<file path="src/hdl/lfs_pkg.sv">
package lfs_pkg;

  localparam int unsigned SENSOR_BITS = 16;
  localparam logic [15:0] PATTERN_MASK = 16'((17'd1 << SENSOR_BITS) - 17'd1);
  localparam logic [15:0] LEFT_EDGE_PATTERN  = 16'd32768;
  localparam logic [15:0] RIGHT_EDGE_PATTERN = 16'd1;

  localparam logic [9:0]  DERIV_SCALE = 10'd1000;
  localparam int unsigned DIVIDEND_W  = 26;
  localparam int unsigned DIV_CNT_W   = $clog2(DIVIDEND_W);
  localparam int unsigned ACC_W       = 33;

  localparam logic CMD_DRIVE = 1'b0;
  localparam logic CMD_BRAKE = 1'b1;

  typedef enum logic [2:0] {
    CFG_GAIN_P       = 3'd0,
    CFG_GAIN_D       = 3'd1,
    CFG_BASE_SPEED   = 3'd2,
    CFG_MAX_SPEED    = 3'd3,
    CFG_MIN_SPEED    = 3'd4,
    CFG_CORNER_SPEED = 3'd5,
    CFG_CENTRE_LOW   = 3'd6,
    CFG_CENTRE_HIGH  = 3'd7
  } cfg_idx_e;

  typedef enum logic [1:0] {
    CORNER_NONE  = 2'd0,
    CORNER_LEFT  = 2'd1,
    CORNER_RIGHT = 2'd2
  } corner_e;

  typedef enum logic [1:0] {
    EMIT_MIN   = 2'd0,
    EMIT_BRAKE = 2'd1,
    EMIT_SPIN  = 2'd2,
    EMIT_PD    = 2'd3
  } emit_e;

  typedef struct packed {
    logic  load_in;
    logic  upd_time;
    logic  clear_corner;
    logic  set_corner;
    logic  mult;
    logic  div_step;
    logic  prod_p;
    logic  prod_d;
    logic  sum;
    logic  emit;
    emit_e emit_kind;
    logic  emit_last;
  } cmd_t;

  typedef struct packed {
    logic corner;
    logic outside;
    logic pat_zero;
    logic pat_edge;
    logic elapsed_zero;
    logic div_last;
    logic out_free;
  } sts_t;

endpackage

</file>
<file path="src/hdl/lfs_if.sv">
interface lfs_in_if;
  logic               valid;
  logic               ready;
  logic [15:0]        sensor_pattern;
  logic signed [15:0] position_error;
  logic [31:0]        time_ms;

  modport source (output valid, sensor_pattern, position_error, time_ms, input ready);
  modport sink   (input valid, sensor_pattern, position_error, time_ms, output ready);
endinterface

interface lfs_out_if;
  logic               valid;
  logic               ready;
  logic               command_kind;
  logic signed [15:0] drive_a;
  logic signed [15:0] drive_b;
  logic               last_of_run;

  modport source (output valid, command_kind, drive_a, drive_b, last_of_run, input ready);
  modport sink   (input valid, command_kind, drive_a, drive_b, last_of_run, output ready);
endinterface

interface lfs_cfg_if;
  logic        valid;
  logic        ready;
  logic [2:0]  index;
  logic [15:0] data;

  modport source (output valid, index, data, input ready);
  modport sink   (input valid, index, data, output ready);
endinterface

</file>
<file path="src/hdl/lfs_ctrl.sv">
module lfs_ctrl (
  input  logic          clk_i,
  input  logic          rst_ni,
  input  logic          in_valid_i,
  output logic          in_ready_o,
  input  lfs_pkg::sts_t sts_i,
  output lfs_pkg::cmd_t cmd_o
);

  typedef enum logic [8:0] {
    ST_IDLE   = 9'b000000001,
    ST_DECODE = 9'b000000010,
    ST_MULT   = 9'b000000100,
    ST_DIV    = 9'b000001000,
    ST_PROD_P = 9'b000010000,
    ST_PROD_D = 9'b000100000,
    ST_SUM    = 9'b001000000,
    ST_EMIT   = 9'b010000000,
    ST_SPIN   = 9'b100000000
  } state_e;

  state_e state_q, state_d;

  assign in_ready_o = (state_q == ST_IDLE);

  always_comb begin
    state_d = state_q;
    cmd_o   = '0;
    unique case (state_q)
      ST_IDLE: begin
        if (in_valid_i) begin
          cmd_o.load_in = 1'b1;
          state_d       = ST_DECODE;
        end
      end
      ST_DECODE: begin
        if (sts_i.corner) begin
          if (!sts_i.outside) begin
            cmd_o.clear_corner = 1'b1;
            state_d            = ST_IDLE;
          end else if (sts_i.out_free) begin
            cmd_o.emit      = 1'b1;
            cmd_o.emit_kind = lfs_pkg::EMIT_SPIN;
            cmd_o.emit_last = 1'b1;
            state_d         = ST_IDLE;
          end
        end else if (sts_i.pat_zero) begin
          if (sts_i.out_free) begin
            cmd_o.upd_time  = 1'b1;
            cmd_o.emit      = 1'b1;
            cmd_o.emit_kind = lfs_pkg::EMIT_MIN;
            cmd_o.emit_last = 1'b1;
            state_d         = ST_IDLE;
          end
        end else if (sts_i.pat_edge) begin
          if (sts_i.out_free) begin
            cmd_o.upd_time   = 1'b1;
            cmd_o.emit       = 1'b1;
            cmd_o.emit_kind  = lfs_pkg::EMIT_BRAKE;
            cmd_o.emit_last  = !sts_i.outside;
            cmd_o.set_corner = sts_i.outside;
            state_d          = sts_i.outside ? ST_SPIN : ST_IDLE;
          end
        end else begin
          cmd_o.upd_time = 1'b1;
          state_d        = ST_MULT;
        end
      end
      ST_MULT: begin
        cmd_o.mult = 1'b1;
        state_d    = sts_i.elapsed_zero ? ST_PROD_P : ST_DIV;
      end
      ST_DIV: begin
        cmd_o.div_step = 1'b1;
        if (sts_i.div_last) begin
          state_d = ST_PROD_P;
        end
      end
      ST_PROD_P: begin
        cmd_o.prod_p = 1'b1;
        state_d      = ST_PROD_D;
      end
      ST_PROD_D: begin
        cmd_o.prod_d = 1'b1;
        state_d      = ST_SUM;
      end
      ST_SUM: begin
        cmd_o.sum = 1'b1;
        state_d   = ST_EMIT;
      end
      ST_EMIT: begin
        if (sts_i.out_free) begin
          cmd_o.emit      = 1'b1;
          cmd_o.emit_kind = lfs_pkg::EMIT_PD;
          cmd_o.emit_last = 1'b1;
          state_d         = ST_IDLE;
        end
      end
      ST_SPIN: begin
        if (sts_i.out_free) begin
          cmd_o.emit      = 1'b1;
          cmd_o.emit_kind = lfs_pkg::EMIT_SPIN;
          cmd_o.emit_last = 1'b1;
          state_d         = ST_IDLE;
        end
      end
      default: begin
        state_d = ST_IDLE;
      end
    endcase
  end

  always_ff @(posedge clk_i or negedge rst_ni) begin
    if (!rst_ni) begin
      state_q <= ST_IDLE;
    end else begin
      state_q <= state_d;
    end
  end

endmodule

</file>
<file path="src/hdl/lfs_dp.sv">
module lfs_dp (
  input  logic               clk_i,
  input  logic               rst_ni,
  input  logic               cfg_valid_i,
  input  logic [2:0]         cfg_index_i,
  input  logic [15:0]        cfg_data_i,
  input  logic [15:0]        sensor_pattern_i,
  input  logic signed [15:0] position_error_i,
  input  logic [31:0]        time_ms_i,
  input  lfs_pkg::cmd_t      cmd_i,
  output lfs_pkg::sts_t      sts_o,
  output logic               out_valid_o,
  input  logic               out_ready_i,
  output logic               command_kind_o,
  output logic signed [15:0] drive_a_o,
  output logic signed [15:0] drive_b_o,
  output logic               last_of_run_o
);

  localparam int unsigned DW = lfs_pkg::DIVIDEND_W;
  localparam int unsigned AW = lfs_pkg::ACC_W;

  logic signed [15:0] gain_p_q, gain_d_q, min_q;
  logic [14:0]        base_q, max_q, corner_spd_q;
  logic [15:0]        lo_q, hi_q;

  logic [15:0]        pat_q;
  logic signed [15:0] err_q;
  logic [31:0]        time_q;

  logic [31:0]        prev_time_q, elapsed_q;
  logic signed [15:0] prev_err_q;
  lfs_pkg::corner_e   corner_q;

  logic                           neg_q;
  logic [DW-1:0]                  quo_q;
  logic [32:0]                    rem_q;
  logic [lfs_pkg::DIV_CNT_W-1:0]  cnt_q;
  logic signed [15:0]             deriv_q;
  logic signed [31:0]             prod_q;
  logic signed [AW-1:0]           acc_q;

  logic                           out_valid_q, kind_q, last_q;
  logic signed [15:0]             drv_a_q, drv_b_q;

  logic signed [16:0] diff_w;
  logic [16:0]        diff_mag_w;
  logic [DW-1:0]      dividend_w;
  logic [32:0]        rem_shift_w;
  logic               rem_ge_w;
  logic signed [15:0] deriv_w;
  logic signed [31:0] prod_p_w, prod_d_w;
  logic signed [24:0] corr_w;
  logic signed [25:0] base_w, sum_a_w, sum_b_w;
  logic signed [15:0] min_sat_w, spin_w;
  logic signed [15:0] drv_a_d, drv_b_d;
  logic               kind_d;

  function automatic logic signed [15:0] clamp_drive(logic signed [25:0] v,
                                                     logic [14:0] lim);
    logic signed [25:0] lim_w;
    lim_w = $signed({11'd0, lim});
    if (v > lim_w) begin
      return 16'(lim_w);
    end else if (v < -lim_w) begin
      return 16'(-lim_w);
    end
    return 16'(v);
  endfunction

  // config
  always_ff @(posedge clk_i or negedge rst_ni) begin
    if (!rst_ni) begin
      gain_p_q     <= 16'sd256;
      gain_d_q     <= '0;
      base_q       <= '0;
      max_q        <= 15'h7fff;
      min_q        <= '0;
      corner_spd_q <= '0;
      lo_q         <= '0;
      hi_q         <= 16'hffff;
    end else if (cfg_valid_i) begin
      unique case (lfs_pkg::cfg_idx_e'(cfg_index_i))
        lfs_pkg::CFG_GAIN_P:       gain_p_q     <= cfg_data_i;
        lfs_pkg::CFG_GAIN_D:       gain_d_q     <= cfg_data_i;
        lfs_pkg::CFG_BASE_SPEED:   base_q       <= cfg_data_i[14:0];
        lfs_pkg::CFG_MAX_SPEED:    max_q        <= cfg_data_i[14:0];
        lfs_pkg::CFG_MIN_SPEED:    min_q        <= cfg_data_i;
        lfs_pkg::CFG_CORNER_SPEED: corner_spd_q <= cfg_data_i[14:0];
        lfs_pkg::CFG_CENTRE_LOW:   lo_q         <= cfg_data_i;
        lfs_pkg::CFG_CENTRE_HIGH:  hi_q         <= cfg_data_i;
        default: ;
      endcase
    end
  end

  // sample word
  always_ff @(posedge clk_i) begin
    if (cmd_i.load_in) begin
      pat_q  <= sensor_pattern_i & lfs_pkg::PATTERN_MASK;
      err_q  <= position_error_i;
      time_q <= time_ms_i;
    end
  end

  // persistent state
  always_ff @(posedge clk_i or negedge rst_ni) begin
    if (!rst_ni) begin
      prev_time_q <= '0;
      prev_err_q  <= '0;
      corner_q    <= lfs_pkg::CORNER_NONE;
    end else begin
      if (cmd_i.upd_time) begin
        prev_time_q <= time_q;
      end
      if (cmd_i.mult) begin
        prev_err_q <= err_q;
      end
      if (cmd_i.clear_corner) begin
        corner_q <= lfs_pkg::CORNER_NONE;
      end else if (cmd_i.set_corner) begin
        corner_q <= (pat_q == lfs_pkg::LEFT_EDGE_PATTERN) ? lfs_pkg::CORNER_LEFT
                                                          : lfs_pkg::CORNER_RIGHT;
      end
    end
  end

  // derivative: |de| * 1000 / elapsed, restoring division one bit a cycle
  assign diff_w      = {err_q[15], err_q} - {prev_err_q[15], prev_err_q};
  assign diff_mag_w  = diff_w[16] ? 17'(-diff_w) : 17'(diff_w);
  assign dividend_w  = DW'(27'(diff_mag_w) * 27'(lfs_pkg::DERIV_SCALE));
  assign rem_shift_w = {rem_q[31:0], quo_q[DW-1]};
  assign rem_ge_w    = rem_shift_w >= {1'b0, elapsed_q};

  always_comb begin
    if (elapsed_q == '0) begin
      deriv_w = 16'sh7fff;
    end else if (!neg_q) begin
      deriv_w = (quo_q > DW'(32767)) ? 16'sh7fff : $signed(quo_q[15:0]);
    end else begin
      deriv_w = (quo_q > DW'(32768)) ? 16'sh8000 : $signed(~quo_q[15:0] + 16'd1);
    end
  end

  assign prod_p_w = gain_p_q * err_q;
  assign prod_d_w = gain_d_q * deriv_q;

  always_ff @(posedge clk_i) begin
    if (cmd_i.upd_time) begin
      elapsed_q <= time_q - prev_time_q;
    end
    if (cmd_i.mult) begin
      neg_q <= diff_w[16];
      quo_q <= dividend_w;
      rem_q <= '0;
      cnt_q <= '0;
    end else if (cmd_i.div_step) begin
      rem_q <= rem_ge_w ? rem_shift_w - {1'b0, elapsed_q} : rem_shift_w;
      quo_q <= {quo_q[DW-2:0], rem_ge_w};
      cnt_q <= cnt_q + 1'b1;
    end
    if (cmd_i.prod_p) begin
      deriv_q <= deriv_w;
      acc_q   <= AW'(prod_p_w);
    end else if (cmd_i.sum) begin
      acc_q <= acc_q + AW'(prod_q);
    end
    if (cmd_i.prod_d) begin
      prod_q <= prod_d_w;
    end
  end

  // result word
  assign corr_w    = acc_q[AW-1:8];
  assign base_w    = $signed({11'd0, base_q});
  assign sum_a_w   = base_w - {corr_w[24], corr_w};
  assign sum_b_w   = base_w + {corr_w[24], corr_w};
  assign min_sat_w = (min_q == 16'sh8000) ? 16'sh8001 : min_q;
  assign spin_w    = $signed({1'b0, corner_spd_q});

  always_comb begin
    kind_d  = lfs_pkg::CMD_DRIVE;
    drv_a_d = '0;
    drv_b_d = '0;
    case (cmd_i.emit_kind)
      lfs_pkg::EMIT_MIN: begin
        drv_a_d = min_sat_w;
        drv_b_d = min_sat_w;
      end
      lfs_pkg::EMIT_BRAKE: begin
        kind_d = lfs_pkg::CMD_BRAKE;
      end
      lfs_pkg::EMIT_SPIN: begin
        drv_a_d = (corner_q == lfs_pkg::CORNER_LEFT) ? spin_w : -spin_w;
        drv_b_d = -drv_a_d;
      end
      lfs_pkg::EMIT_PD: begin
        drv_a_d = clamp_drive(sum_a_w, max_q);
        drv_b_d = clamp_drive(sum_b_w, max_q);
      end
      default: ;
    endcase
  end

  always_ff @(posedge clk_i or negedge rst_ni) begin
    if (!rst_ni) begin
      out_valid_q <= 1'b0;
    end else if (cmd_i.emit) begin
      out_valid_q <= 1'b1;
    end else if (out_ready_i) begin
      out_valid_q <= 1'b0;
    end
  end

  always_ff @(posedge clk_i) begin
    if (cmd_i.emit) begin
      kind_q  <= kind_d;
      drv_a_q <= drv_a_d;
      drv_b_q <= drv_b_d;
      last_q  <= cmd_i.emit_last;
    end
  end

  assign out_valid_o    = out_valid_q;
  assign command_kind_o = kind_q;
  assign drive_a_o      = drv_a_q;
  assign drive_b_o      = drv_b_q;
  assign last_of_run_o  = last_q;

  assign sts_o.corner       = (corner_q == lfs_pkg::CORNER_LEFT) ||
                              (corner_q == lfs_pkg::CORNER_RIGHT);
  assign sts_o.outside      = (pat_q < lo_q) || (pat_q > hi_q);
  assign sts_o.pat_zero     = (pat_q == '0);
  assign sts_o.pat_edge     = (pat_q == lfs_pkg::LEFT_EDGE_PATTERN) ||
                              (pat_q == lfs_pkg::RIGHT_EDGE_PATTERN);
  assign sts_o.elapsed_zero = (elapsed_q == '0);
  assign sts_o.div_last     = (cnt_q == lfs_pkg::DIV_CNT_W'(DW - 1));
  assign sts_o.out_free     = !out_valid_q || out_ready_i;

endmodule

</file>
<file path="src/hdl/line_follower_pd_steering_top.sv">
// Order: a PD word is decoded, sent through the 26-bit restoring divider (skipped if no
//   time elapsed), the P and D products and the sum; empty, edge and corner words are
//   answered from decode, a spin word after its brake word. Throughput: one word at a
//   time, taken the cycle after the last result is registered; a held result does not
//   block the next accept. Reset: rst_ni asynchronous active low; config registers
//   go to their defaults, previous time and error clear, corner mode off.
module line_follower_pd_steering_top (
  input logic       clk_i,
  input logic       rst_ni,
  lfs_in_if.sink    in_i,
  lfs_out_if.source out_o,
  lfs_cfg_if.sink   cfg_i
);

  lfs_pkg::cmd_t cmd;
  lfs_pkg::sts_t sts;

  assign cfg_i.ready = 1'b1;

  lfs_ctrl u_ctrl (
    .clk_i      (clk_i),
    .rst_ni     (rst_ni),
    .in_valid_i (in_i.valid),
    .in_ready_o (in_i.ready),
    .sts_i      (sts),
    .cmd_o      (cmd)
  );

  lfs_dp u_dp (
    .clk_i            (clk_i),
    .rst_ni           (rst_ni),
    .cfg_valid_i      (cfg_i.valid),
    .cfg_index_i      (cfg_i.index),
    .cfg_data_i       (cfg_i.data),
    .sensor_pattern_i (in_i.sensor_pattern),
    .position_error_i (in_i.position_error),
    .time_ms_i        (in_i.time_ms),
    .cmd_i            (cmd),
    .sts_o            (sts),
    .out_valid_o      (out_o.valid),
    .out_ready_i      (out_o.ready),
    .command_kind_o   (out_o.command_kind),
    .drive_a_o        (out_o.drive_a),
    .drive_b_o        (out_o.drive_b),
    .last_of_run_o    (out_o.last_of_run)
  );

`ifndef SYNTHESIS
  a_emit_slot_free: assert property (@(posedge clk_i) disable iff (!rst_ni)
    cmd.emit |-> sts.out_free)
    else $error("result word overwritten");

  a_corner_after_brake: assert property (@(posedge clk_i) disable iff (!rst_ni)
    cmd.set_corner |-> (cmd.emit && !cmd.emit_last &&
                        cmd.emit_kind == lfs_pkg::EMIT_BRAKE))
    else $error("corner entered without brake word");

  a_one_at_a_time: assert property (@(posedge clk_i) disable iff (!rst_ni)
    (in_i.valid && in_i.ready) |=> !in_i.ready)
    else $error("second word taken while busy");
`endif

endmodule

</file>
<file path="src/flat_wrapper.sv">
// flat-port wrapper written by rule: the top's interface ports become plain ports
module line_follower_pd_steering_top_flat 
  (clk_i, rst_ni, in_i_valid, in_i_sensor_pattern, in_i_position_error, in_i_time_ms, in_i_ready, out_o_valid, out_o_command_kind, out_o_drive_a, out_o_drive_b, out_o_last_of_run, out_o_ready, cfg_i_valid, cfg_i_index, cfg_i_data, cfg_i_ready);
  lfs_in_if in_i_i ();
  lfs_out_if out_o_i ();
  lfs_cfg_if cfg_i_i ();
  input logic clk_i;
  input logic rst_ni;
  input wire logic [$bits(in_i_i.valid)-1:0] in_i_valid;
  input wire logic [$bits(in_i_i.sensor_pattern)-1:0] in_i_sensor_pattern;
  input wire logic [$bits(in_i_i.position_error)-1:0] in_i_position_error;
  input wire logic [$bits(in_i_i.time_ms)-1:0] in_i_time_ms;
  output wire logic [$bits(in_i_i.ready)-1:0] in_i_ready;
  output wire logic [$bits(out_o_i.valid)-1:0] out_o_valid;
  output wire logic [$bits(out_o_i.command_kind)-1:0] out_o_command_kind;
  output wire logic [$bits(out_o_i.drive_a)-1:0] out_o_drive_a;
  output wire logic [$bits(out_o_i.drive_b)-1:0] out_o_drive_b;
  output wire logic [$bits(out_o_i.last_of_run)-1:0] out_o_last_of_run;
  input wire logic [$bits(out_o_i.ready)-1:0] out_o_ready;
  input wire logic [$bits(cfg_i_i.valid)-1:0] cfg_i_valid;
  input wire logic [$bits(cfg_i_i.index)-1:0] cfg_i_index;
  input wire logic [$bits(cfg_i_i.data)-1:0] cfg_i_data;
  output wire logic [$bits(cfg_i_i.ready)-1:0] cfg_i_ready;
  assign in_i_i.valid = in_i_valid;
  assign in_i_i.sensor_pattern = in_i_sensor_pattern;
  assign in_i_i.position_error = in_i_position_error;
  assign in_i_i.time_ms = in_i_time_ms;
  assign in_i_ready = in_i_i.ready;
  assign out_o_valid = out_o_i.valid;
  assign out_o_command_kind = out_o_i.command_kind;
  assign out_o_drive_a = out_o_i.drive_a;
  assign out_o_drive_b = out_o_i.drive_b;
  assign out_o_last_of_run = out_o_i.last_of_run;
  assign out_o_i.ready = out_o_ready;
  assign cfg_i_i.valid = cfg_i_valid;
  assign cfg_i_i.index = cfg_i_index;
  assign cfg_i_i.data = cfg_i_data;
  assign cfg_i_ready = cfg_i_i.ready;
  line_follower_pd_steering_top u_core (.clk_i(clk_i), .rst_ni(rst_ni), .in_i(in_i_i), .out_o(out_o_i), .cfg_i(cfg_i_i));
endmodule
</file>
<file path="config.mk">
export PLATFORM = sky130hd
export DESIGN_NAME = line_follower_pd_steering_top_flat
export DESIGN_NICKNAME = d
export VERILOG_FILES = /design/src/hdl/lfs_pkg.sv /design/src/hdl/lfs_if.sv /design/src/hdl/lfs_ctrl.sv /design/src/hdl/lfs_dp.sv /design/src/hdl/line_follower_pd_steering_top.sv /design/src/flat_wrapper.sv
export SDC_FILE = /design/constraint.sdc
export NUM_CORES = 2
export LEC_CHECK = 0
export BUFFER_PORTS_ARGS = -buffer_cell sky130_fd_sc_hd__buf_2
export CAP_MARGIN = 20
export CORE_AREA = 8 8 318 320
export DETAILED_ROUTE_END_ITERATION = 8
export DIE_AREA = 0 0 326 328
export HOLD_SLACK_MARGIN = 0.03
export PLACE_DENSITY = 0.82
export SYNTH_ARGS = -nofsm -noshare
export SYNTH_HDL_FRONTEND = slang
export SYNTH_SLANG_ARGS = --single-unit
</file>
<file path="constraint.sdc">
create_clock -name clk_i -period 15.8 [get_ports clk_i]
set_input_delay 3.16 -clock clk_i [delete_from_list [all_inputs] [get_ports clk_i]]
set_output_delay 3.16 -clock clk_i [all_outputs]
set_load 0.02 [all_outputs]
</file>
==> impl_metrics.py <==
metrics = {
    "run_status": {
        "outcome": "finished clean",
    },
    "layout": {
        "nFillCells": 7883,
        "mostFrequentLayoutCell": "inv_1",
        "area_growth_pct": 6.97,
        "fin_nets": 6617,
        "layout.cells.non_filler": 6816,
        "drive_above_1_share_pct": 8.79,
        "final_cell_mix": "824 x inv_1, 577 x fa_1, 531 x nand2_1",
    },
    "critical_path": {
        "worstSetupPathType": "reg -> reg",
        "cp-startpoint": "u_core.u_dp.err_q[0]",
        "end_kind": "register",
        "worstSetupStartpointType": "register",
        "cp.arrival_ns": 8.88,
        "timing.rr.start": "u_core.u_dp.err_q[0]",
        "crit_fanout": 18,
        "cp.required_ns": 16.20,
    },
    "route": {
        "routed_via_density": 5.89,
        "drtAntennaViolNets": 0,
        "routed_wl_um": 136000,
        "drtIter0Drc": 3367,
        "num_vias": 40200,
        "drc": 0,
        "first_pass_iters": 8,
        "detail_route.wl_per_cell_um": 19.9,
    },
    "sta": {
        "worstMarginPinSlew_ns": 1.11,
        "final.setup.worst_slack_ns": 7.32,
        "finalHoldViolCount": 0,
        "finalClockSkew_ns": 0.0598,
        "rsz0062_at_grt": "no",
        "tns_ns": 0,
        "fin_hold_ws_ns": 0.483,
        "period_needed_ns": 8.48,
        "maxSlewViolCount": 0,
        "finalSetupViolCount": 0,
        "period_share_pct": 53.7,
        "max_slew_margin_pct": 25.7,
        "fmax_mhz": 118,
    },
    "floorplanning": {
        "die_h_um": 328,
        "dieArea_mm2": 0.107,
        "start_util_pct": 54.4,
        "io_pins": 125,
        "core.rowCount": 114,
        "die_w_um": 326,
        "placeableCoreArea_mm2": 0.0960,
    },
    "clock_network": {
        "clk_latency_ns": 0.65,
        "cts-root-buf": "clkbuf_16",
        "cts_max_level": 2,
        "numCtsBuffers": 52,
        "ctsResizeCount": 0,
        "holdBufCountCts": 0,
        "cts_setup_buffers": 0,
        "cts_tree": "yes",
        "clockBufferDepth": 3,
        "cts.sinks": 460,
        "path_clk_slew_ns": 0.07,
    },
    "logic_synthesis": {
        "synthesis.area_mm2": 0.0522,
        "synth_edf_count": 235,
        "synth_top_area_share_pct": 22.1,
        "yosys_warnings": 0,
        "ys_types": 103,
        "yosysSeqAreaShare_pct": 24.0,
        "syn-instance-count": 5467,
        "synthTopCellsByArea": "fa_1 22%, edfxtp_1 14%, ha_1 11%",
        "synth_ff_type": "edfxtp_1",
        "synth_fp_nets": 6596,
        "async_flop_share_pct": 40.2,
        "synth_top_area_cell": "fa_1",
        "ys_seq_elements": 460,
        "syn_area_per_cell_um2": 9.55,
    },
    "placed_design": {
        "dp.cells": 6708,
        "post-place-ws_ns": 7.42,
        "gp_congestion": 0.956,
        "hpwl_um": 104000,
        "port_buffers": 123,
    },
    "global_route": {
        "grt_pass1_wl_um": 218000,
        "grt_pass1_vias": 41600,
        "gr-total-overflow": 0,
        "grt_max_degree": 71,
        "antenna_found_initial": 8,
        "track_usage_pct": 25.0,
    },
    "hold_path": {
        "hold_start": "u_core.u_dp.rem_q[20]",
        "min_path_type": "reg -> reg",
    },
    "run": {
        "maxCapViolations": 0,
    },
}
-- routing by layer --
metal | up-vias | wire (um) | share of wire [%] | global-route usage [%]
li1 | 18400 | - | - | -
met1 | 19700 | 52900 | 39 | 31.3
met2 | 1689 | 64600 | 48 | 42.1
met3 | 425 | 11200 | 8.2 | 4.36
met4 | 0 | 7000 | 5.2 | 12.0
met5 | - | 0 | 0 | 0
-- cells by family (layout without fill, tap and decap cells) --
kind of cell	after synthesis	in the layout	share of synthesized area, %
AOI/OAI and AO/OA	974	974	12.0
DFF	460	460	24.0
muxes	192	192	4.00
xor gates and xnor gates	310	310	5.36
other	1	9	0.00718
buffers and inverters	1013	1078	7.35
adders and majority gates	1048	1048	33.4
and+or+nand+nor	1469	1469	13.9
-- registers in the layout, summed over array words and instances (netlist names), 26 cells and up --
register	flops
u_core.u_dp.rem_q	32
u_core.u_dp.prev_time_q	32
u_core.u_dp.elapsed_q	32
u_core.u_dp.prod_q	32
u_core.u_dp.quo_q	26
u_core.u_dp.time_q	32
u_core.u_dp.acc_q	33
-- worst paths after layout --
kind	to	slack, ns	cells after the start
min in group asynchronous	u_core.u_dp.prev_time_q[10]	2.46	1
worst min-delay path	u_core.u_dp.rem_q[20]	0.48	2
max in group asynchronous	u_core.u_dp.base_q[13]	11.11	3
worst max-delay path	u_core.u_dp.quo_q[25]	7.32	26
worst min register to register	u_core.u_dp.rem_q[20]	0.48	2
worst max register to register	u_core.u_dp.quo_q[25]	7.32	26
-- critical path, stage by stage, from the launching register on --
cell and delay (ns):
edfxtp_1 0.70, inv_1 0.11, ha_1 0.26, fa_1 0.40, and2b_1 0.25, o221ai_1 0.13
a21oi_1 0.24, a221o_1 0.25, a41oi_2 0.19, a31oi_4 0.48, a21oi_1 0.10, xnor2_1 0.82
xnor2_1 0.35, xnor2_1 0.22, fa_1 0.57, fa_1 0.45, fa_1 0.51, inv_1 0.04
ha_1 0.41, nand2_1 0.09, o311ai_0 0.45, o21ai_0 0.30, o211ai_1 0.24, o211ai_1 0.16
o21ai_0 0.23, xnor2_1 0.10, a22o_1 0.18
-- metrics by stage --
stage,utilization [%],area [um2]
5_1_grt,58.2,55800
4_1_cts,58.2,55800
3_5_place_dp,56.3,54000
6_report,58.2,55900
2_1_floorplan,-,52200
3_3_place_gp,56.3,54000
-- final cells by class --
class                           count  area (um2)  area share [%]
Multi-Input combinational cell   3994       36000            64.4
Sequential cell                   460       12500            22.4
Inverter                          827        3100            5.56
Tap cell                         1276        1600            2.86
Clock buffer                       68        1540            2.75
Timing Repair Buffer              153         861            1.54
Clock inverter                     30         250           0.448
Antenna cell                        8        20.0          0.0358
-- Yosys cell counts (38+ instances only) --
master    instances
and3_1           39
fa_1            577
o21ai_0         257
nand2_1         531
nand2b_1         62
nor2b_1          44
dfrtp_1         152
o21a_1           47
nor4_1           51
mux2_2          132
clkbuf_1        161
and2_1          224
nor3_1           71
inv_1           824
nand4_1          40
nand3_1          66
mux2i_1          59
xnor2_1         214
ha_1            464
a211oi_1         38
a21oi_1         256
dfxtp_1          40
a21o_1           84
xor2_1           86
nor2_1          228
edfxtp_1        235
Power is not shown: default switching activity piles up to over one toggle a cycle in this logic, so the estimate is an artifact.
